==> src/dbgtok_pkg.sv <==
// Shared types, constants and helper functions for the debugger reply tokenizer.
package dbgtok_pkg;

    localparam int HOLD_DEPTH = 16;
    localparam int HOLD_AW    = (HOLD_DEPTH > 1) ? $clog2(HOLD_DEPTH) : 1;
    localparam int HOLD_CW    = $clog2(HOLD_DEPTH + 1);

    // Lexer modes.
    localparam logic [1:0] MODE_IDLE   = 2'd0;
    localparam logic [1:0] MODE_PROMPT = 2'd1;
    localparam logic [1:0] MODE_STRING = 2'd2;
    localparam logic [1:0] MODE_WORD   = 2'd3;

    // Result events.
    localparam logic [1:0] EV_START  = 2'd0;
    localparam logic [1:0] EV_CHAR   = 2'd1;
    localparam logic [1:0] EV_RETYPE = 2'd2;
    localparam logic [1:0] EV_LINE   = 2'd3;

    // Token kinds.
    localparam logic [3:0] KIND_STRING = 4'd0;
    localparam logic [3:0] KIND_PROMPT = 4'd1;
    localparam logic [3:0] KIND_WORD   = 4'd2;
    localparam logic [3:0] KIND_NONE   = 4'd15;

    // Controller states, in the order in which the results of one byte leave.
    localparam logic [2:0] ST_WAIT   = 3'd0;
    localparam logic [2:0] ST_START  = 3'd1;
    localparam logic [2:0] ST_FLUSH  = 3'd2;
    localparam logic [2:0] ST_CHAR   = 3'd3;
    localparam logic [2:0] ST_RETYPE = 3'd4;
    localparam logic [2:0] ST_LINE   = 3'd5;

    // Characters with a special meaning.
    localparam logic [7:0] CH_QUOTE   = 8'h22;
    localparam logic [7:0] CH_BSLASH  = 8'h5C;
    localparam logic [7:0] CH_LPAREN  = 8'h28;
    localparam logic [7:0] CH_EQ      = 8'h3D;
    localparam logic [7:0] CH_COMMA   = 8'h2C;
    localparam logic [7:0] CH_LBRACE  = 8'h7B;
    localparam logic [7:0] CH_RBRACE  = 8'h7D;
    localparam logic [7:0] CH_SPACE   = 8'h20;
    localparam logic [7:0] CH_NEWLINE = 8'h0A;
    localparam logic [7:0] CH_LOWER_N = 8'h6E;

    // Which results one accepted byte produces.
    typedef struct packed {
        logic       start;
        logic [3:0] kind;
        logic       flush;
        logic       chr;
        logic       chr_hold;
        logic       retype;
        logic       line;
    } plan_t;

    typedef struct packed {
        logic load;
        logic emit;
        logic [2:0] phase;
        logic last;
    } dp_cmd_t;

    typedef struct packed {
        plan_t plan_in;
        plan_t plan;
        logic  hold_last;
        logic  hold_empty;
        logic  out_free;
    } dp_status_t;

    function automatic logic [3:0] punct_kind(input logic [7:0] c);
        logic [3:0] k;
        unique case (c)
            8'h3D:   k = 4'd3;
            8'h7B:   k = 4'd4;
            8'h7D:   k = 4'd5;
            8'h5B:   k = 4'd6;
            8'h5D:   k = 4'd7;
            8'h2C:   k = 4'd8;
            8'h5E:   k = 4'd9;
            8'h2B:   k = 4'd10;
            8'h7E:   k = 4'd11;
            8'h40:   k = 4'd12;
            8'h26:   k = 4'd13;
            8'h2A:   k = 4'd14;
            default: k = KIND_NONE;
        endcase
        return k;
    endfunction

    function automatic logic is_ws(input logic [7:0] c);
        return (c >= 8'h09 && c <= 8'h0D) || c == 8'h20 || c == 8'h85 || c == 8'hA0;
    endfunction

    function automatic logic [7:0] prompt_char(input logic [2:0] idx);
        logic [7:0] ch;
        unique case (idx)
            3'd0:    ch = 8'h28;
            3'd1:    ch = 8'h67;
            3'd2:    ch = 8'h64;
            3'd3:    ch = 8'h62;
            3'd4:    ch = 8'h29;
            default: ch = 8'h00;
        endcase
        return ch;
    endfunction

    // First phase after the given one that the plan asks for; ST_WAIT when none is left.
    function automatic logic [2:0] next_phase(input plan_t p, input logic [2:0] after);
        logic [2:0] nxt;
        priority if (after < ST_START && p.start)
            nxt = ST_START;
        else if (after < ST_FLUSH && p.flush)
            nxt = ST_FLUSH;
        else if (after < ST_CHAR && p.chr)
            nxt = ST_CHAR;
        else if (after < ST_RETYPE && p.retype)
            nxt = ST_RETYPE;
        else if (after < ST_LINE && p.line)
            nxt = ST_LINE;
        else
            nxt = ST_WAIT;
        return nxt;
    endfunction

endpackage

==> src/dbgtok_ctrl.sv <==
// Controller: walks through the results planned for one accepted byte.
module dbgtok_ctrl (
    input  logic                   clk,
    input  logic                   rst_n,
    input  logic                   s_tvalid,
    output logic                   s_tready,
    input  dbgtok_pkg::dp_status_t status,
    output dbgtok_pkg::dp_cmd_t    cmd
);

    logic [2:0] state_reg;
    logic [2:0] state_next;
    logic [2:0] after;

    always_comb
    begin
        state_next = state_reg;
        cmd        = '0;
        cmd.phase  = state_reg;
        after      = dbgtok_pkg::next_phase(status.plan, state_reg);
        s_tready   = (state_reg == dbgtok_pkg::ST_WAIT);
        unique case (state_reg)
            dbgtok_pkg::ST_WAIT:
            begin
                if (s_tvalid)
                begin
                    cmd.load   = 1'b1;
                    state_next = dbgtok_pkg::next_phase(status.plan_in, dbgtok_pkg::ST_WAIT);
                end
            end
            dbgtok_pkg::ST_FLUSH:
            begin
                if (status.out_free)
                begin
                    cmd.emit = 1'b1;
                    cmd.last = status.hold_last && (after == dbgtok_pkg::ST_WAIT);
                    if (status.hold_last)
                        state_next = after;
                end
            end
            dbgtok_pkg::ST_START, dbgtok_pkg::ST_CHAR,
            dbgtok_pkg::ST_RETYPE, dbgtok_pkg::ST_LINE:
            begin
                if (status.out_free)
                begin
                    cmd.emit   = 1'b1;
                    cmd.last   = (after == dbgtok_pkg::ST_WAIT);
                    state_next = after;
                end
            end
            default:
                state_next = dbgtok_pkg::ST_WAIT;
        endcase
    end

    always_ff @(posedge clk or negedge rst_n)
    begin
        if (!rst_n)
            state_reg <= dbgtok_pkg::ST_WAIT;
        else
            state_reg <= state_next;
    end

endmodule

==> src/dbgtok_dp.sv <==
// Datapath: lexer state, whitespace hold buffer and the output register.
module dbgtok_dp (
    input  logic                   clk,
    input  logic                   rst_n,
    input  logic [7:0]             s_tdata,
    input  logic                   s_tlast,
    input  dbgtok_pkg::dp_cmd_t    cmd,
    output dbgtok_pkg::dp_status_t status,
    output logic                   m_tvalid,
    input  logic                   m_tready,
    output logic [7:0]             m_tdata,
    output logic [5:0]             m_tuser,
    output logic                   m_tlast
);

    logic [1:0] mode_reg;
    logic [1:0] mode_next;
    logic [2:0] match_reg;
    logic [2:0] match_next;
    logic       esc_reg;
    logic       esc_next;
    logic       wht_reg;
    logic       wht_next;
    logic [7:0] byte_reg;
    logic [7:0] byte_next;
    dbgtok_pkg::plan_t plan_reg;
    dbgtok_pkg::plan_t plan_in;

    logic [dbgtok_pkg::HOLD_CW-1:0] count_reg;
    logic [dbgtok_pkg::HOLD_AW-1:0] head_reg;
    logic [7:0] hold_reg [dbgtok_pkg::HOLD_DEPTH];
    logic [dbgtok_pkg::HOLD_CW:0]   tail_sum;
    logic [dbgtok_pkg::HOLD_AW-1:0] tail;
    logic [dbgtok_pkg::HOLD_AW:0]   head_inc;
    logic [dbgtok_pkg::HOLD_AW-1:0] head_adv;
    logic [7:0] hold_rd;
    logic       push;
    logic       clr;

    logic       out_valid_reg;
    logic [7:0] out_char_reg;
    logic [1:0] out_event_reg;
    logic [3:0] out_kind_reg;
    logic       out_last_reg;
    logic [7:0] ch_sel;
    logic [1:0] ev_sel;
    logic [3:0] kind_sel;

    logic [3:0] kind_p;
    logic       ws;
    logic       delim;
    logic       as_idle;
    logic       mismatch;

    assign hold_rd  = hold_reg[head_reg];
    assign tail_sum = {1'b0, dbgtok_pkg::HOLD_CW'(head_reg)} + {1'b0, count_reg};
    assign head_inc = {1'b0, head_reg} + 1'b1;
    assign head_adv = (head_inc == dbgtok_pkg::HOLD_DEPTH) ? '0 : head_inc[dbgtok_pkg::HOLD_AW-1:0];

    always_comb
    begin
        if (tail_sum >= dbgtok_pkg::HOLD_DEPTH)
            tail = dbgtok_pkg::HOLD_AW'(tail_sum - dbgtok_pkg::HOLD_DEPTH);
        else
            tail = tail_sum[dbgtok_pkg::HOLD_AW-1:0];
    end

    // Decide, from the incoming byte and the lexer state, which results it will produce.
    always_comb
    begin
        plan_in    = '0;
        mode_next  = mode_reg;
        match_next = match_reg;
        esc_next   = esc_reg;
        wht_next   = wht_reg;
        byte_next  = s_tdata;
        push       = 1'b0;
        clr        = 1'b0;
        kind_p     = dbgtok_pkg::punct_kind(s_tdata);
        ws         = dbgtok_pkg::is_ws(s_tdata);
        delim      = s_tdata == dbgtok_pkg::CH_EQ || s_tdata == dbgtok_pkg::CH_COMMA ||
                     s_tdata == dbgtok_pkg::CH_LBRACE || s_tdata == dbgtok_pkg::CH_RBRACE;
        as_idle    = (mode_reg == dbgtok_pkg::MODE_IDLE) ||
                     (mode_reg == dbgtok_pkg::MODE_WORD && delim);
        mismatch   = (match_reg >= 3'd5) || (s_tdata != dbgtok_pkg::prompt_char(match_reg));

        if (as_idle)
        begin
            // A delimiter ends the word and is then lexed as a fresh token.
            if (mode_reg == dbgtok_pkg::MODE_WORD)
            begin
                wht_next  = 1'b0;
                clr       = 1'b1;
                mode_next = dbgtok_pkg::MODE_IDLE;
            end
            priority if (s_tdata == dbgtok_pkg::CH_QUOTE)
            begin
                plan_in.start = 1'b1;
                plan_in.kind  = dbgtok_pkg::KIND_STRING;
                mode_next     = dbgtok_pkg::MODE_STRING;
                esc_next      = 1'b0;
            end
            else if (s_tdata == dbgtok_pkg::CH_LPAREN)
            begin
                plan_in.start = 1'b1;
                plan_in.kind  = dbgtok_pkg::KIND_PROMPT;
                plan_in.chr   = 1'b1;
                mode_next     = dbgtok_pkg::MODE_PROMPT;
                match_next    = 3'd1;
            end
            else if (kind_p != dbgtok_pkg::KIND_NONE)
            begin
                plan_in.start = 1'b1;
                plan_in.kind  = kind_p;
                plan_in.chr   = 1'b1;
            end
            else if (s_tdata != dbgtok_pkg::CH_SPACE)
            begin
                // Leading whitespace other than a space opens a word but is not part of it.
                plan_in.start = 1'b1;
                plan_in.kind  = dbgtok_pkg::KIND_WORD;
                plan_in.chr   = !ws;
                mode_next     = dbgtok_pkg::MODE_WORD;
                wht_next      = !ws;
            end
            else
                plan_in.start = 1'b0;
        end
        else
        begin
            unique case (mode_reg)
                dbgtok_pkg::MODE_PROMPT:
                begin
                    plan_in.chr = 1'b1;
                    if (mismatch)
                    begin
                        plan_in.retype = 1'b1;
                        mode_next      = dbgtok_pkg::MODE_IDLE;
                        match_next     = 3'd0;
                    end
                    else if (match_reg == 3'd4)
                    begin
                        mode_next  = dbgtok_pkg::MODE_IDLE;
                        match_next = 3'd0;
                    end
                    else
                        match_next = match_reg + 3'd1;
                end
                dbgtok_pkg::MODE_STRING:
                begin
                    priority if (esc_reg)
                    begin
                        plan_in.chr = 1'b1;
                        esc_next    = 1'b0;
                        if (s_tdata == dbgtok_pkg::CH_LOWER_N)
                            byte_next = dbgtok_pkg::CH_NEWLINE;
                    end
                    else if (s_tdata == dbgtok_pkg::CH_BSLASH)
                        esc_next = 1'b1;
                    else if (s_tdata == dbgtok_pkg::CH_QUOTE)
                        mode_next = dbgtok_pkg::MODE_IDLE;
                    else
                        plan_in.chr = 1'b1;
                end
                default:
                begin
                    if (ws)
                    begin
                        if (wht_reg)
                        begin
                            if (count_reg < dbgtok_pkg::HOLD_DEPTH)
                                push = 1'b1;
                            else
                            begin
                                // Hold full: the oldest byte leaves, the new one takes its slot.
                                plan_in.chr      = 1'b1;
                                plan_in.chr_hold = 1'b1;
                            end
                        end
                    end
                    else
                    begin
                        plan_in.flush = (count_reg != '0);
                        plan_in.chr   = 1'b1;
                        wht_next      = 1'b1;
                    end
                end
            endcase
        end

        plan_in.line = s_tlast;
        if (s_tlast)
        begin
            mode_next  = dbgtok_pkg::MODE_IDLE;
            match_next = 3'd0;
            esc_next   = 1'b0;
            wht_next   = 1'b0;
        end
    end

    always_ff @(posedge clk or negedge rst_n)
    begin
        if (!rst_n)
        begin
            mode_reg  <= dbgtok_pkg::MODE_IDLE;
            match_reg <= 3'd0;
            esc_reg   <= 1'b0;
            wht_reg   <= 1'b0;
            plan_reg  <= '0;
            count_reg <= '0;
            head_reg  <= '0;
        end
        else if (cmd.load)
        begin
            mode_reg  <= mode_next;
            match_reg <= match_next;
            esc_reg   <= esc_next;
            wht_reg   <= wht_next;
            plan_reg  <= plan_in;
            if (clr)
            begin
                count_reg <= '0;
                head_reg  <= '0;
            end
            else if (push)
                count_reg <= count_reg + 1'b1;
        end
        else if (cmd.emit)
        begin
            if (cmd.phase == dbgtok_pkg::ST_FLUSH)
            begin
                count_reg <= count_reg - 1'b1;
                head_reg  <= head_adv;
            end
            else if (cmd.phase == dbgtok_pkg::ST_CHAR && plan_reg.chr_hold)
                head_reg <= head_adv;
            else if (cmd.phase == dbgtok_pkg::ST_LINE)
            begin
                count_reg <= '0;
                head_reg  <= '0;
            end
        end
    end

    always_ff @(posedge clk)
    begin
        if (cmd.load)
            byte_reg <= byte_next;
        if (cmd.load && push)
            hold_reg[tail] <= s_tdata;
        else if (cmd.emit && cmd.phase == dbgtok_pkg::ST_CHAR && plan_reg.chr_hold)
            hold_reg[head_reg] <= byte_reg;
    end

    always_comb
    begin
        ev_sel   = dbgtok_pkg::EV_CHAR;
        kind_sel = 4'd0;
        ch_sel   = 8'h00;
        unique case (cmd.phase)
            dbgtok_pkg::ST_START:
            begin
                ev_sel   = dbgtok_pkg::EV_START;
                kind_sel = plan_reg.kind;
            end
            dbgtok_pkg::ST_FLUSH:
                ch_sel = hold_rd;
            dbgtok_pkg::ST_CHAR:
                ch_sel = plan_reg.chr_hold ? hold_rd : byte_reg;
            dbgtok_pkg::ST_RETYPE:
            begin
                ev_sel   = dbgtok_pkg::EV_RETYPE;
                kind_sel = dbgtok_pkg::KIND_WORD;
            end
            dbgtok_pkg::ST_LINE:
                ev_sel = dbgtok_pkg::EV_LINE;
            default:
                ev_sel = dbgtok_pkg::EV_CHAR;
        endcase
    end

    always_ff @(posedge clk or negedge rst_n)
    begin
        if (!rst_n)
            out_valid_reg <= 1'b0;
        else if (cmd.emit)
            out_valid_reg <= 1'b1;
        else if (m_tready)
            out_valid_reg <= 1'b0;
    end

    always_ff @(posedge clk)
    begin
        if (cmd.emit)
        begin
            out_char_reg  <= ch_sel;
            out_event_reg <= ev_sel;
            out_kind_reg  <= kind_sel;
            out_last_reg  <= cmd.last;
        end
    end

    assign status.plan_in    = plan_in;
    assign status.plan       = plan_reg;
    assign status.hold_last  = (count_reg == dbgtok_pkg::HOLD_CW'(1));
    assign status.hold_empty = (count_reg == '0);
    assign status.out_free   = !out_valid_reg || m_tready;

    assign m_tvalid = out_valid_reg;
    assign m_tdata  = out_char_reg;
    assign m_tuser  = {out_kind_reg, out_event_reg};
    assign m_tlast  = out_last_reg;

endmodule

==> src/debugger_reply_tokenizer_core.sv <==
// Top level of the debugger reply tokenizer: controller, datapath and checks.
//
//  Channel | Dir | Signals                        | Contents
//  --------+-----+--------------------------------+------------------------------------------
//  s_*     | in  | tvalid tready tdata[7:0] tlast | reply byte; tlast marks the final byte
//  m_*     | out | tvalid tready tdata[7:0]       | token event; tuser event, kind; tlast
//          |     | tuser[5:0] tlast               | marks the final result of one byte
//
// A byte is accepted while the block waits; it then occupies the block until it has
// issued all the results it produces (0 to HOLD_DEPTH + 2) through the single output
// register. Held whitespace is released byte by byte, read from the hold buffer.
// A byte that produces no result frees the input again in the next cycle.
// After reset the lexer is idle with an empty hold buffer; no clearing pass is needed.
// A stalled output holds the sequencer, and with it the input.
module debugger_reply_tokenizer_core (
    input  logic       clk,
    input  logic       rst_n,
    input  logic       s_tvalid,
    output logic       s_tready,
    input  logic [7:0] s_tdata,   // [7:0] char_in
    input  logic       s_tlast,
    output logic       m_tvalid,
    input  logic       m_tready,
    output logic [7:0] m_tdata,   // [7:0] char_out
    output logic [5:0] m_tuser,   // [1:0] event_res, [5:2] token_kind
    output logic       m_tlast
);

    dbgtok_pkg::dp_cmd_t    cmd;
    dbgtok_pkg::dp_status_t status;

    dbgtok_ctrl u_ctrl (
        .clk      (clk),
        .rst_n    (rst_n),
        .s_tvalid (s_tvalid),
        .s_tready (s_tready),
        .status   (status),
        .cmd      (cmd)
    );

    dbgtok_dp u_dp (
        .clk      (clk),
        .rst_n    (rst_n),
        .s_tdata  (s_tdata),
        .s_tlast  (s_tlast),
        .cmd      (cmd),
        .status   (status),
        .m_tvalid (m_tvalid),
        .m_tready (m_tready),
        .m_tdata  (m_tdata),
        .m_tuser  (m_tuser),
        .m_tlast  (m_tlast)
    );

`ifndef NO_ASSERTIONS
    // A line-end result always closes the results of its byte.
    assert property (@(posedge clk) disable iff (!rst_n)
        m_tvalid && m_tuser[1:0] == dbgtok_pkg::EV_LINE |-> m_tlast)
        else $error("line-end transaction without tlast");

    // Only character results carry a byte.
    assert property (@(posedge clk) disable iff (!rst_n)
        m_tvalid && m_tuser[1:0] != dbgtok_pkg::EV_CHAR |-> m_tdata == 8'h00)
        else $error("non-character transaction carries data");

    // Sending the line end empties the hold buffer.
    assert property (@(posedge clk) disable iff (!rst_n)
        cmd.emit && cmd.phase == dbgtok_pkg::ST_LINE |=> status.hold_empty)
        else $error("hold buffer not empty after line end");
`endif

endmodule

==> config.mk <==
export PLATFORM = sky130hd
export DESIGN_NAME = debugger_reply_tokenizer_core
export DESIGN_NICKNAME = d
export VERILOG_FILES = /design/src/dbgtok_pkg.sv /design/src/dbgtok_ctrl.sv /design/src/dbgtok_dp.sv /design/src/debugger_reply_tokenizer_core.sv
export SDC_FILE = /design/constraint.sdc
export NUM_CORES = 1
export LEC_CHECK = 0
export ABC_AREA = 1
export BUFFER_PORTS_ARGS = -buffer_cell sky130_fd_sc_hd__buf_2
export CAP_MARGIN = 25
export CORE_ASPECT_RATIO = 0.8
export CORE_MARGIN = 1.5
export CORE_UTILIZATION = 67
export CTS_CLUSTER_SIZE = 20
export DETAILED_ROUTE_END_ITERATION = 12
export GPL_ROUTABILITY_DRIVEN = 0
export PLACE_DENSITY_LB_ADDON = 0.15
export SLEW_MARGIN = 20
export SYNTH_ARGS = -nofsm -noshare
export SYNTH_HDL_FRONTEND = slang
export SYNTH_SLANG_ARGS = --single-unit
==> constraint.sdc <==
create_clock -name clk -period 4.9 [get_ports clk]
set_input_delay 0.98 -clock clk [delete_from_list [all_inputs] [get_ports clk]]
set_output_delay 0.98 -clock clk [all_outputs]
set_load 0.01 [all_outputs]
**Word-level counts from Yosys, hierarchy flattened**

Memory sizes are Yosys's and may differ from the RTL's.
Index checks and enable logic that the tools add are counted.

- Add/sub/neg operators: 6
- Order comparisons: 10
- Equal/unequal tests: 52
- Mux-type cells: 125
- Reduce and logical (&&, ||, !) cells: 46

Operators by type and width:

| operator | number |
|---|---|
| $eq A8 B7 Y1 const B | 9 |
| $eq A8 B6 Y1 const B | 8 |
| $mux W3 | 21 |
| $mux W5 | 11 |
| $mux W1 | 53 |
| $mux W8 | 6 |
| $pmux W4 S12 | 1 |
| $mux W4 | 9 |
| $pmux W7 S5 | 1 |
| $mux W2 | 16 |
| $eq A8 B8 Y1 const B | 2 |
| $pmux W8 S2 | 1 |
| $ne A3 B3 Y1 const B | 5 |
| $eq A3 B2 Y1 const B | 4 |
| $logic_and A1 B1 Y1 | 12 |
| $reduce_and A4 Y1 | 3 |
| $eq A3 B3 Y1 const B | 3 |
| $logic_not A3 Y1 | 3 |
| $logic_or A1 B1 Y1 | 9 |
| $pmux W3 S3 | 1 |
| $reduce_and A3 Y1 | 3 |
| $reduce_bool A3 Y1 | 3 |
| $ge A8 B4 Y1 const B | 1 |
| $le A8 B4 Y1 const B | 1 |
| 41 further kinds | 53 |

- Register bits after elaboration: 53
- Bits in writable memories: 128
- Input bits: 13
- Output and inout bits: 17
- Word-level logic and storage cells: 260
- Memories: 1

Memory list:

| memory | words | width | rd ports | clocked after Yosys merged registers in | wr ports | RTL line | RTL |
|---|---|---|---|---|---|---|---|
| u_dp.hold_reg | 16 | 8 | 1 | 0 | 1 | dbgtok_dp.sv:31 | `logic [7:0] hold_reg [dbgtok_pkg::HOLD_DEPTH];` |

**Logic depth before layout (Yosys ltp)**

Gate-level depths: netlist (run 1).

- Depth after elaboration: 16
- Depth in mapped cells: 16
- Gate-level depth less buffers: 16

**Cells and area by module**

Synthesis (run 1) repeated with hierarchy kept, for this count alone.

- Cells, all modules: 907
- Area total of the unflattened synthesis: 8954.8 µm²

By module, submodules not included:

| module | instances | cells each | area each (µm²) | seq. area each (µm²) |
|---|---|---|---|---|
| dbgtok_dp | 1 | 845 | 8568.2 | 5210.0 |
| dbgtok_ctrl | 1 | 62 | 386.6 | 75.1 |

**Worst setup path before layout (run 1)**

Ideal clock, no wire load.

- Kind: input-to-reg
- Start point: in s_tdata[4]
- End point: mem u_dp.hold_reg[11][0], enable pin
- Library setup time: 0.370 ns
- Arrival: 2.550 ns
- Data required time: 4.530 ns
- Setup slack: 1.980 ns
- Cell stages on the path: 14
- Path buffers: 1
- Cells stage by stage: buf_4 nand2_1 inv_1 nand2_1 nor2_2 nor2_1 nand2_2 nand2_2 nand2_4 nor2_2 nand2_1 o21ai_2 nand3_1 nor2_1

- Longest elaborated chain between the ends: 13
- Elaborated cells on any way between the ends: 29
- Classes of those cells: order compare (2); eq/ne (7); mux (9); reduce/logical (11)

RTL lines:

| item | RTL line | RTL |
|---|---|---|
| start, declared | debugger_reply_tokenizer_core.sv:20 | `input logic [7:0] s_tdata,` |
| $ge A8 B4 Y1 or $le A8 B4 Y1 (tied branches) | dbgtok_pkg.sv:93 | `return (c >= 8'h09 && c <= 8'h0D) \|\| c == 8'h20 \|\| c == 8'h85 \|\| c == 8'hA0;` |
| $logic_and A1 B1 Y1 | dbgtok_pkg.sv:93 |  |
| $logic_or A1 B1 Y1 (3 in series) | dbgtok_pkg.sv:93 |  |
| $mux W1 | dbgtok_dp.sv:167 | `if (ws)` |
| $mux W1 | dbgtok_dp.sv:131 | `unique case (mode_reg)` |
| $mux W1 (*) | dbgtok_dp.sv:87 | `if (as_idle)` |
| $logic_and A1 B1 Y1 (*) | dbgtok_dp.sv:249 | `if (cmd.load && push)` |
| $mux W1 | dbgtok_dp.sv:249 |  |
| $mux W1 (not written as such) | dbgtok_dp.sv:252 | `hold_reg[head_reg] <= byte_reg;` |
| $reduce_or A8 Y1 (no source line) | - |  |
| $mux W4 (no source line) or $mux W1 (tied branches) | - |  |
| end, declared | dbgtok_dp.sv:31 |  |

Every way passes the cells marked *; elsewhere a longest branch is shown, timed or not.

**Worst setup path in the final report (run 1)**

- Start point: reg u_dp.head_reg[2] (netlist bit)
- End point: mem u_dp.hold_reg[1][3], enable pin

- Longest elaborated chain between the ends: 4
- Elaborated cells on any way between the ends: 5
- Classes of those cells: add/sub (2); order compare (1); mux (2)

RTL lines:

| item | RTL line | RTL |
|---|---|---|
| start, declared | dbgtok_dp.sv:30 | `logic [dbgtok_pkg::HOLD_AW-1:0] head_reg;` |
| start signal, assigned | dbgtok_dp.sv:233 | `head_reg <= head_adv;` |
| start signal, assigned | dbgtok_dp.sv:236 | `head_reg <= head_adv;` |
| $add A4 B5 Y6 | dbgtok_dp.sv:56 | `assign tail_sum = {1'b0, dbgtok_pkg::HOLD_CW'(head_reg)} + {1'b0, count_reg};` |
| $ge A6 B5 Y1 or $sub A4 B1 Y4 (tied branches) | dbgtok_dp.sv:62, dbgtok_dp.sv:63 |  |
| $mux W4 | dbgtok_dp.sv:62 | `if (tail_sum >= dbgtok_pkg::HOLD_DEPTH)` |
| $mux W4 (no source line) (*) | - |  |

Marked as above.

==> flow_summary.json, run 1 <==
{
  "status": "complete, no violations",
  "drc_errors": 0,
  "cts_root_buf": "clkbuf_16",
  "die_w_um": 131.4,
  "vias": 6736,
  "design_area_mm2": 0.009738,
  "hpwl_mm": 14.53,
  "synth_flop_cell": "edfxtp_1",
  "fin_util_pct": 75.67,
  "finalWorstSetupSlack_ns": 1.699,
  "finalCritPeriodShare_pct": 65.32,
  "synth_top_area_cell": "edfxtp_1",
  "vias_per_cell": 6.266,
  "placed_cells": 1044,
  "postCtsHoldBufs": 0,
  "dp_slack_ns": 1.381,
  "arrival_ns": 3.27,
  "synth-edff-count": 151,
  "total_power_mw": 5.423,
  "p_leak_nw": 3.758,
  "synth_cell_types": 49,
  "yosysWarnings": 0,
  "setup.worst_path.class": "reg2reg",
  "grt_pass1_vias": 6237,
  "synth_top_area_share_pct": 51.28,
  "tritoncts": "done",
  "grt_pass1_wl_mm": 33.70,
  "fmax_mhz": 312.4,
  "setup_tns_ns": 0,
  "cts_sinks": 181,
  "vdd_drop_max_uv": 362.9,
  "worst-slew-pin-transition_ns": 1.014,
  "largest_reg_flops": 128,
  "finClkSkew_ns": 0.006690,
  "firstDrtPassIters": 8,
  "start_util_pct": 68.71,
  "hold_ws_ns": 0.5025,
  "htree_levels": 4,
  "nets": 919,
  "totalWireLength_mm": 21.60,
  "required_ns": 4.97,
  "dpl_cell_area_mm2": 0.009140,
  "pin_count": 30,
  "r2r_setup_slack_ns": 1.70,
  "netlist_area_mm2": 0.008842,
  "grt_max_degree": 71,
  "instances_no_fill": 1075,
  "n_antenna_cell": 0,
  "netlist_top_cells_area": "edfxtp_1 51%, dfrtp_1 8.5%, nor2_1 5.9%",
  "clk_latency_ns": 0.44,
  "cts_buffers": 17,
  "rsz0062_at_grt": "no",
  "coreArea_mm2": 0.01287,
  "netlist_instances": 865,
  "syn_area_per_cell_um2": 10.22,
  "port_buffers": 29,
  "drv_cap": 0,
  "die_h_um": 105.8,
  "grt-ovfl-total": 0,
  "syn_nets": 896,
  "antenna_left": 0,
  "area_growth_pct": 10.13,
  "antenna_found_initial": 1,
  "drv_slew": 0,
  "wl_per_cell_um": 20.09,
  "rows": 37,
  "slew_headroom_pct": 32.40,
  "power.density_mw_per_mm2": 556.9,
  "worstPathMaxFanout": 32,
  "drtIter0Drc": 1130,
  "layout-drive-gt1-share_pct": 13.67,
  "yosysSeqAreaShare_pct": 59.77,
  "clock_path_buffers": 2,
  "cts_resized": 0,
  "crit_path_start_kind": "flip-flop",
  "path_clk_slew_ns": 0.07,
  "post_cts_buffers": 0,
  "grt_usage_pct": 32.56,
  "ys_async_sr_fraction_pct": 16.57,
  "ys_ff_latch": 181,
  "hold_viol": 0,
  "setup_viol": 0,
  "dieArea_mm2": 0.01390,
  "fin_crit_ns": 3.201,
  "endpoint_kind": "flip-flop",
  "hp-class": "reg2reg"
}
## worst max-delay path, cell delays in order (launching register included)
cell and delay, ns:
dfrtp_1 1.01, ha_1 0.41, a21oi_1 0.13, nand2_1 0.08
xor2_1 0.26, nand2_1 0.11, o21ai_2 0.11, nand2_2 0.11
nor2_1 0.60
## placed cells by master, fill, tap and decap left out, types with 3 or more instances in the layout
| master | count |
|---|---|
| edfxtp_1 | 151 |
| nor2_1 | 138 |
| nand2_1 | 118 |
| o21ai_0 | 86 |
| inv_1 | 68 |
| nand3_1 | 44 |
| buf_2 | 29 |
| dfrtp_1 | 28 |
| o22ai_1 | 23 |
| a21oi_1 | 19 |
| ha_1 | 17 |
| clkbuf_16 | 17 |
| mux2i_1 | 16 |
| nor3_1 | 13 |
| buf_4 | 12 |
| nand2_2 | 11 |
| o32ai_1 | 11 |
| inv_2 | 9 |
| o21ai_1 | 8 |
| nor2_2 | 8 |
| o221ai_1 | 7 |
| xor2_1 | 5 |
| nor2_4 | 4 |
| o21ai_2 | 4 |
| a32o_1 | 4 |
| inv_6 | 4 |
| nand2_4 | 3 |
| xnor2_1 | 3 |
| bufinv_16 | 3 |
## cell usage after synthesis, drive strengths merged, types with 2 or more instances
| master | count |
|---|---|
| a21oi | 22 |
| a2111oi | 2 |
| or2 | 2 |
| ha | 17 |
| dfrtp | 30 |
| o221ai | 7 |
| nand2 | 132 |
| o211ai | 2 |
| nor3 | 15 |
| xnor2 | 3 |
| xor2 | 5 |
| nand3 | 46 |
| nor3b | 2 |
| nor2 | 150 |
| edfxtp | 151 |
| o22ai | 23 |
| o21ai | 98 |
| nand4 | 2 |
| buf | 12 |
| mux2i | 16 |
| o32ai | 11 |
| clkbuf | 25 |
| inv | 77 |
| a32o | 4 |
| nand3b | 2 |
## final timing paths
| path | startpoint | end | depth (start not counted) |
|---|---|---|---|
| setup / recovery | u_dp.head_reg[2] | u_dp.hold_reg[1][3] | 8 |
| setup reg to reg | u_dp.head_reg[2] | u_dp.hold_reg[1][3] | 8 |
| hold reg to reg | u_dp.status[6] | u_dp.status[6] | 2 |
| hold / removal | u_dp.status[6] | u_dp.status[6] | 2 |
| min in group asynchronous | rst_n | u_dp.count_reg[4] | 1 |
| max in group asynchronous | rst_n | u_dp.head_reg[1] | 1 |
## power by group
group | internal, mW | switching (mW) | leakage (nW)
Clock | 0.805 | 0.596 | 0.288
Sequential | 1.88 | 0.178 | 1.76
Combinational | 0.620 | 1.35 | 1.71
## routing by layer
layer  wire length, um  up-vias  track usage [%]
met2              9357      423            45.64
met1              9296     3204            48.78
met3              2557       46            9.524
li1                  -     3061                -
met5                16        -                0
met4               367        2            11.43
## final cells by class
cell class                 count  area [um^2]
sequential                   181         5288
fill                         851         3132
multi-input combinational    570         3109
clock buffer                  17        425.4
inverter                      77        289.0
timing repair buffer          41        235.2
tap                          175        219.0
clock inverter                14        172.7
## logic make-up after synthesis
family	count (synthesis)	share of synthesized area, %
buf+inv	114	5.066
simple gates	353	17.93
mux	16	1.811
flops	181	59.77
compound gates	175	12.00
xor+xnor	8	0.7924
fa+ha+maj	18	2.632
Note: power is estimated with default switching activity, not from simulation.
==> inputs of run 2 (changes only) <==
--- a/config.mk
+++ b/config.mk
@@ -10,7 +10,7 @@
 export CAP_MARGIN = 25
 export CORE_ASPECT_RATIO = 0.8
 export CORE_MARGIN = 1.5
-export CORE_UTILIZATION = 67
+export CORE_UTILIZATION = 56
 export CTS_CLUSTER_SIZE = 20
 export DETAILED_ROUTE_END_ITERATION = 12
 export GPL_ROUTABILITY_DRIVEN = 0
==> constraint.sdc (replaced) <==
create_clock -name clk -period 2.7 [get_ports clk]
set_input_delay 0.54 -clock clk [delete_from_list [all_inputs] [get_ports clk]]
set_output_delay 0.54 -clock clk [all_outputs]
set_load 0.01 [all_outputs]
==> run 2 against run 1 <==
Global-route usage is 3.6 points lower. Setup slack lost 1.5 ns. Wire length is 4.4% higher. Largest power group is now combinational cells. Sequential power rose by 78%. Combinational power up 88%. Hold slack got worse by 0.33 ns. Sequential cell count unchanged. Non-clock buffer count grew 35.
==> flow_summary.json, run 2 (same netlist as run 1, synthesis figures left out) <==
{
  "status": "complete, no violations",
  "setup_viol": 0,
  "cpPeakStageDelay_ns": 0.48,
  "grt_usage_pct": 29.01,
  "pwr-share-clk_pct": 25.0,
  "power_frac_comb_pct": 37.8,
  "antenna_left": 0,
  "firstDrtPassIters": 7,
  "fin_crit_ns": 2.485,
  "internal-power_mw": 5.975,
  "totalWireLength_mm": 22.56,
  "rows": 40,
  "nets": 954,
  "hp-class": "in2async",
  "placed_cells": 1114,
  "wl_per_cell_um": 19.68,
  "fin_util_pct": 65.89,
  "final_cell_mix": "151 x edfxtp_1, 138 x nor2_1, 118 x nand2_1",
  "cts_sinks": 181,
  "fmax_mhz": 402.4,
  "finalCritPeriodShare_pct": 92.04,
  "layout-drive-gt1-share_pct": 16.88,
  "die_w_um": 143.5,
  "drv_slew": 0,
  "switching_share_pct": 39.10,
  "hpwl_mm": 15.80,
  "r2r_setup_slack_ns": 0.21,
  "vdd_drop_max_uv": 519.0,
  "mostFrequentLayoutCell": "edfxtp_1",
  "pin_count": 30,
  "pwr-share-seq_pct": 37.2,
  "antenna_found_initial": 0,
  "slew_headroom_pct": 50.18,
  "vias": 6807,
  "worstPathMaxFanout": 8,
  "dieArea_mm2": 0.01656,
  "tritoncts": "done",
  "grt-ovfl-total": 0,
  "vias_per_cell": 5.940,
  "p_sw_mw": 3.836,
  "setup.worst_path.class": "reg2reg",
  "die_h_um": 115.4,
  "crit_path_start_kind": "flip-flop",
  "cts_resized": 0,
  "largest_reg_flops": 128,
  "htree_levels": 4,
  "worst-slew-pin-transition_ns": 0.7473,
  "path_cells": "nor2_1 -> nor2_2 -> nor2_2 -> nor2_4 -> inv_2 -> nor3_4 -> buf_4 -> o21ai_2 -> inv_1 -> nand3_1 -> nor2_1 -> buf_4",
  "power.density_mw_per_mm2": 978.7,
  "grt_pass1_vias": 6290,
  "met3_usage_pct": 6.372,
  "cts_root_buf": "clkbuf_16",
  "hold_ws_ns": 0.1770,
  "cts_buffers": 17,
  "port_buffers": 29,
  "coreArea_mm2": 0.01521,
  "use_met2_pct": 40.93,
  "required_ns": 2.83,
  "arrival_ns": 2.62,
  "area_growth_pct": 13.37,
  "setup_tns_ns": 0,
  "n_antenna_cell": 0,
  "grt_use_met1_pct": 44.87,
  "grt_max_degree": 37,
  "start_util_pct": 58.12,
  "drv_cap": 0,
  "post_cts_buffers": 0,
  "drc_errors": 0,
  "critPathSlowestCell": "dfrtp_1",
  "postCtsHoldBufs": 0,
  "p_leak_nw": 3.926,
  "path_clk_slew_ns": 0.07,
  "grt_pass1_wl_mm": 35.11,
  "instances_no_fill": 1146,
  "grt-busiest-layer": "met1",
  "rsz0062_at_grt": "no",
  "clk_latency_ns": 0.43,
  "hold_viol": 0,
  "finClkSkew_ns": 0.01477,
  "clock_path_buffers": 2,
  "drtIter0Drc": 1090,
  "endpoint_kind": "flip-flop"
}
[run 2: routing by layer]
layer  wire, um  up-vias
li1           -     3138
met1      10250     3228
met2       9518      403
met3       2431       38
met4        357        0
met5          0        -
[run 2: final timing paths]
kind	start	endpoint	cells after the start
max	u_ctrl.state_reg[0]	u_dp.hold_reg[4][1]	12
min	rst_n	u_dp.mode_reg[1]	1
max reg2reg	u_ctrl.state_reg[0]	u_dp.hold_reg[4][1]	12
min reg2reg	u_dp.status[7]	u_dp.status[7]	2
max in group asynchronous	rst_n	u_dp.head_reg[0]	1
min in group clk	m_tready	u_dp.m_tvalid	2
[run 2: final cells by class]
class / count / area, um^2
sequential: 181 / 5288
clock inverter: 14 / 148.9
inverter: 77 / 289.0
fill: 1204 / 5190
tap: 210 / 262.8
timing repair buffer: 76 / 498.0
multi-input combinational: 570 / 3109
clock buffer: 18 / 429.2
[run 2: power groups by stage]
stage                     combinational (mW)  clock (mW)  sequential, mW
final                                   3.71        2.45            3.65
after global routing                    4.08        2.60            3.68
after CTS                               3.65        2.49            3.64
after detailed placement                3.62           0            3.70
after global placement                  3.55           0            3.69
after floorplan                         2.53           0            3.68
[run 2: worst max-delay path: cells and delay by family (launching register included)]
kind                   cells  cell delay (ns)
AOI/OAI and AO/OA          1             0.08
and+or+nand+nor            7             1.08
DFF                        1             0.48
buffers and inverters      4             0.55
[run 2: stage by stage]
step	area, um^2	setup slack (ns)	power (mW)
floorplan	8842	0.1959	6.208
global placement	9447	0.04119	7.239
detailed placement	9447	-0.1029	7.320
CTS	10020	0.2532	9.780
global route	10020	0.1046	10.36
finish	10020	0.2148	9.811
==> inputs of run 3 (changes only) <==
--- a/config.mk
+++ b/config.mk
@@ -8,7 +8,6 @@
 export ABC_AREA = 1
 export BUFFER_PORTS_ARGS = -buffer_cell sky130_fd_sc_hd__buf_2
 export CAP_MARGIN = 25
-export CORE_ASPECT_RATIO = 0.8
 export CORE_MARGIN = 1.5
 export CORE_UTILIZATION = 56
 export CTS_CLUSTER_SIZE = 20
==> run 3 against run 2 <==
Clock power is 8.6% lower. Largest power group is now registers. Sequential power is essentially flat. Via count down 2.5%. Wire length is 4.7% lower. Global-route usage is 1.8 points lower. Die area about the same. Maximum frequency decreased by 0.53%. Sequential share of layout area grew 0.44 points. Combinational power down 2%. Power down 3.0%. Sequential cell count stayed put. Clock-buffer cell count rose by 3.
==> flow_summary.json, run 3 (same netlist as run 1, synthesis figures left out) <==
{
  "mostFrequentLayoutCell": "edfxtp_1",
  "coreArea_mm2": 0.01531,
  "crit_end": "u_dp.hold_reg[14][0]",
  "finalCritPeriodShare_pct": 92.53,
  "cp_num_buf_inv": 3,
  "grt-ovfl-total": 0,
  "path_cells": "nor2_1 -> nor2_2 -> nor2_2 -> nor2_4 -> inv_2 -> nor3_4 -> buf_4 -> nand2_1 -> o21ai_2 -> nand3_1 -> nor2_1 -> buf_4",
  "area_growth_pct": 12.45,
  "cts_buffers": 17,
  "clk_latency_ns": 0.43,
  "n_antenna_cell": 0,
  "wl_per_cell_um": 18.84,
  "slew_headroom_pct": 51.49,
  "dp_slack_ns": 0.006481,
  "r2r-start": "u_ctrl.state_reg[0]",
  "die_h_um": 128.7,
  "cpPeakStageDelay_ns": 0.48,
  "r2r_setup_slack_ns": 0.20,
  "fin_crit_ns": 2.498,
  "r2r_end": "u_dp.hold_reg[14][0]",
  "hpwl_mm": 14.95,
  "antenna_found_initial": 0,
  "die_w_um": 128.7,
  "cp-startpoint": "u_ctrl.state_reg[0]",
  "dieArea_mm2": 0.01655,
  "path_clk_slew_ns": 0.06,
  "cts_root_buf": "clkbuf_16",
  "crit_path_start_kind": "flip-flop",
  "critPathSlowestCell": "dfrtp_1",
  "finClkSkew_ns": 0.004905,
  "vias": 6640,
  "critPathTopFamily": "simple AND/OR/NAND/NOR gates",
  "largest_reg_flops": 128,
  "vias_per_cell": 5.819,
  "design_area_mm2": 0.009943,
  "htree_levels": 4,
  "setup_tns_ns": 0,
  "grt_pass1_wl_mm": 33.42,
  "hp-class": "in2async",
  "antenna_left": 0,
  "cp.depth": 12,
  "worstPathMaxFanout": 7,
  "layout-drive-gt1-share_pct": 16.02,
  "grt_usage_pct": 27.18,
  "placed_cells": 1111,
  "port_buffers": 29,
  "drv_cap": 0,
  "required_ns": 2.85,
  "drtIter0Drc": 543,
  "vdd_drop_max_uv": 649.9,
  "totalWireLength_mm": 21.50,
  "grt_max_degree": 65,
  "endpoint_kind": "flip-flop",
  "dpl_cell_area_mm2": 0.009418,
  "setup_viol": 0,
  "n_fill_cell": 1252,
  "tritoncts": "done",
  "grt_pass1_vias": 6397,
  "firstDrtPassIters": 5,
  "worst-slew-pin-transition_ns": 0.7267,
  "instances_no_fill": 1141,
  "fmax_mhz": 400.3,
  "status": "complete, no violations",
  "power.density_mw_per_mm2": 957.1,
  "final_cell_mix": "151 x edfxtp_1, 138 x nor2_1, 118 x nand2_1",
  "p_leak_nw": 3.881,
  "arrival_ns": 2.65,
  "drc_errors": 0,
  "rsz0062_at_grt": "no",
  "clock_path_buffers": 2,
  "hold_viol": 0,
  "drv_slew": 0,
  "reg2reg_depth": 12,
  "nets": 950,
  "pin_count": 30,
  "finalWorstSetupSlack_ns": 0.2017,
  "setup.worst_path.class": "reg2reg",
  "cts_sinks": 181,
  "rows": 45,
  "start_util_pct": 57.74
}
-- run 3: changes by cell type in the layout (fill, tap and decap cells not counted) --
cell,previous run,this run
buf_4,47,43
bufinv_16,2,1
clkbuf_1,1,4
clkinv_1,2,3
clkinv_2,1,0
clkinv_4,2,4
clkinvlp_4,2,1
dfrtp_1,28,27
dfrtp_2,2,3
inv_6,5,0
-- run 3: worst min path at each step --
stage / endpoint / slack [ns] / cells after the start
after floorplan: u_ctrl.state_reg[0] / 0.24 / 0
after global placement: u_dp.status[6] / 0.47 / 2
after detailed placement: u_dp.status[12] / 0.48 / 2
after CTS: u_dp.m_tvalid / 0.17 / 1
after global routing: u_dp.status[9] / 0.21 / 1
final: u_ctrl.state_reg[0] / 0.16 / 1
-- run 3: per-stage QoR --
stage	hold WS (ns)	total power [mW]	utilization (%)
after floorplan	0.2444	6.208	-
after global placement	0.4700	7.181	61.50
after detailed placement	0.4831	7.287	61.50
after CTS	0.1683	9.520	64.92
after global routing	0.2097	10.07	64.93
final	0.1567	9.516	64.93
-- run 3: timing repair --
action | CTS | global route
gates resized for setup | 0 | 1
hold endpoints to repair | 0 | 0
hold buffers | 0 | 0
setup buffers | 0 | 0
setup endpoints to repair | 0 | 83
-- run 3: area by class of cell --
type | instances | area [um^2] | share of cell area [%]
flip-flops and latches | 181 | 5289 | 53.19
multi-input cells | 570 | 3109 | 31.27
repair buffers | 72 | 467.9 | 4.706
clock buffers | 21 | 440.4 | 4.429
inverters | 77 | 289.0 | 2.907
well taps | 211 | 264.0 | 2.655
clock inverters | 9 | 83.83 | 0.8431
-- run 3: layer usage --
layer,GRT usage [%],part of all wire (%),vias up
met5,0,0,-
met4,10.97,3.2,0
met3,5.447,5.7,47
met2,49.45,53,264
met1,31.48,39,3203
li1,-,-,3126
-- run 3: worst register-to-register path, cell delays in order, from the launching register on --
cell     delay (ns)
dfrtp_1        0.48
nor2_1         0.12
nor2_2         0.14
nor2_2         0.08
nor2_4         0.11
inv_2          0.06
nor3_4         0.21
buf_4          0.20
nand2_1        0.06
o21ai_2        0.11
nand3_1        0.25
nor2_1         0.23
buf_4          0.17
-- run 3: power breakdown --
| part | internal (mW) | leakage [nW] | switching, mW |
|---|---|---|---|
| clock | 1.25 | 0.250 | 0.988 |
| sequential | 3.41 | 1.76 | 0.251 |
| combinational | 1.16 | 1.87 | 2.46 |
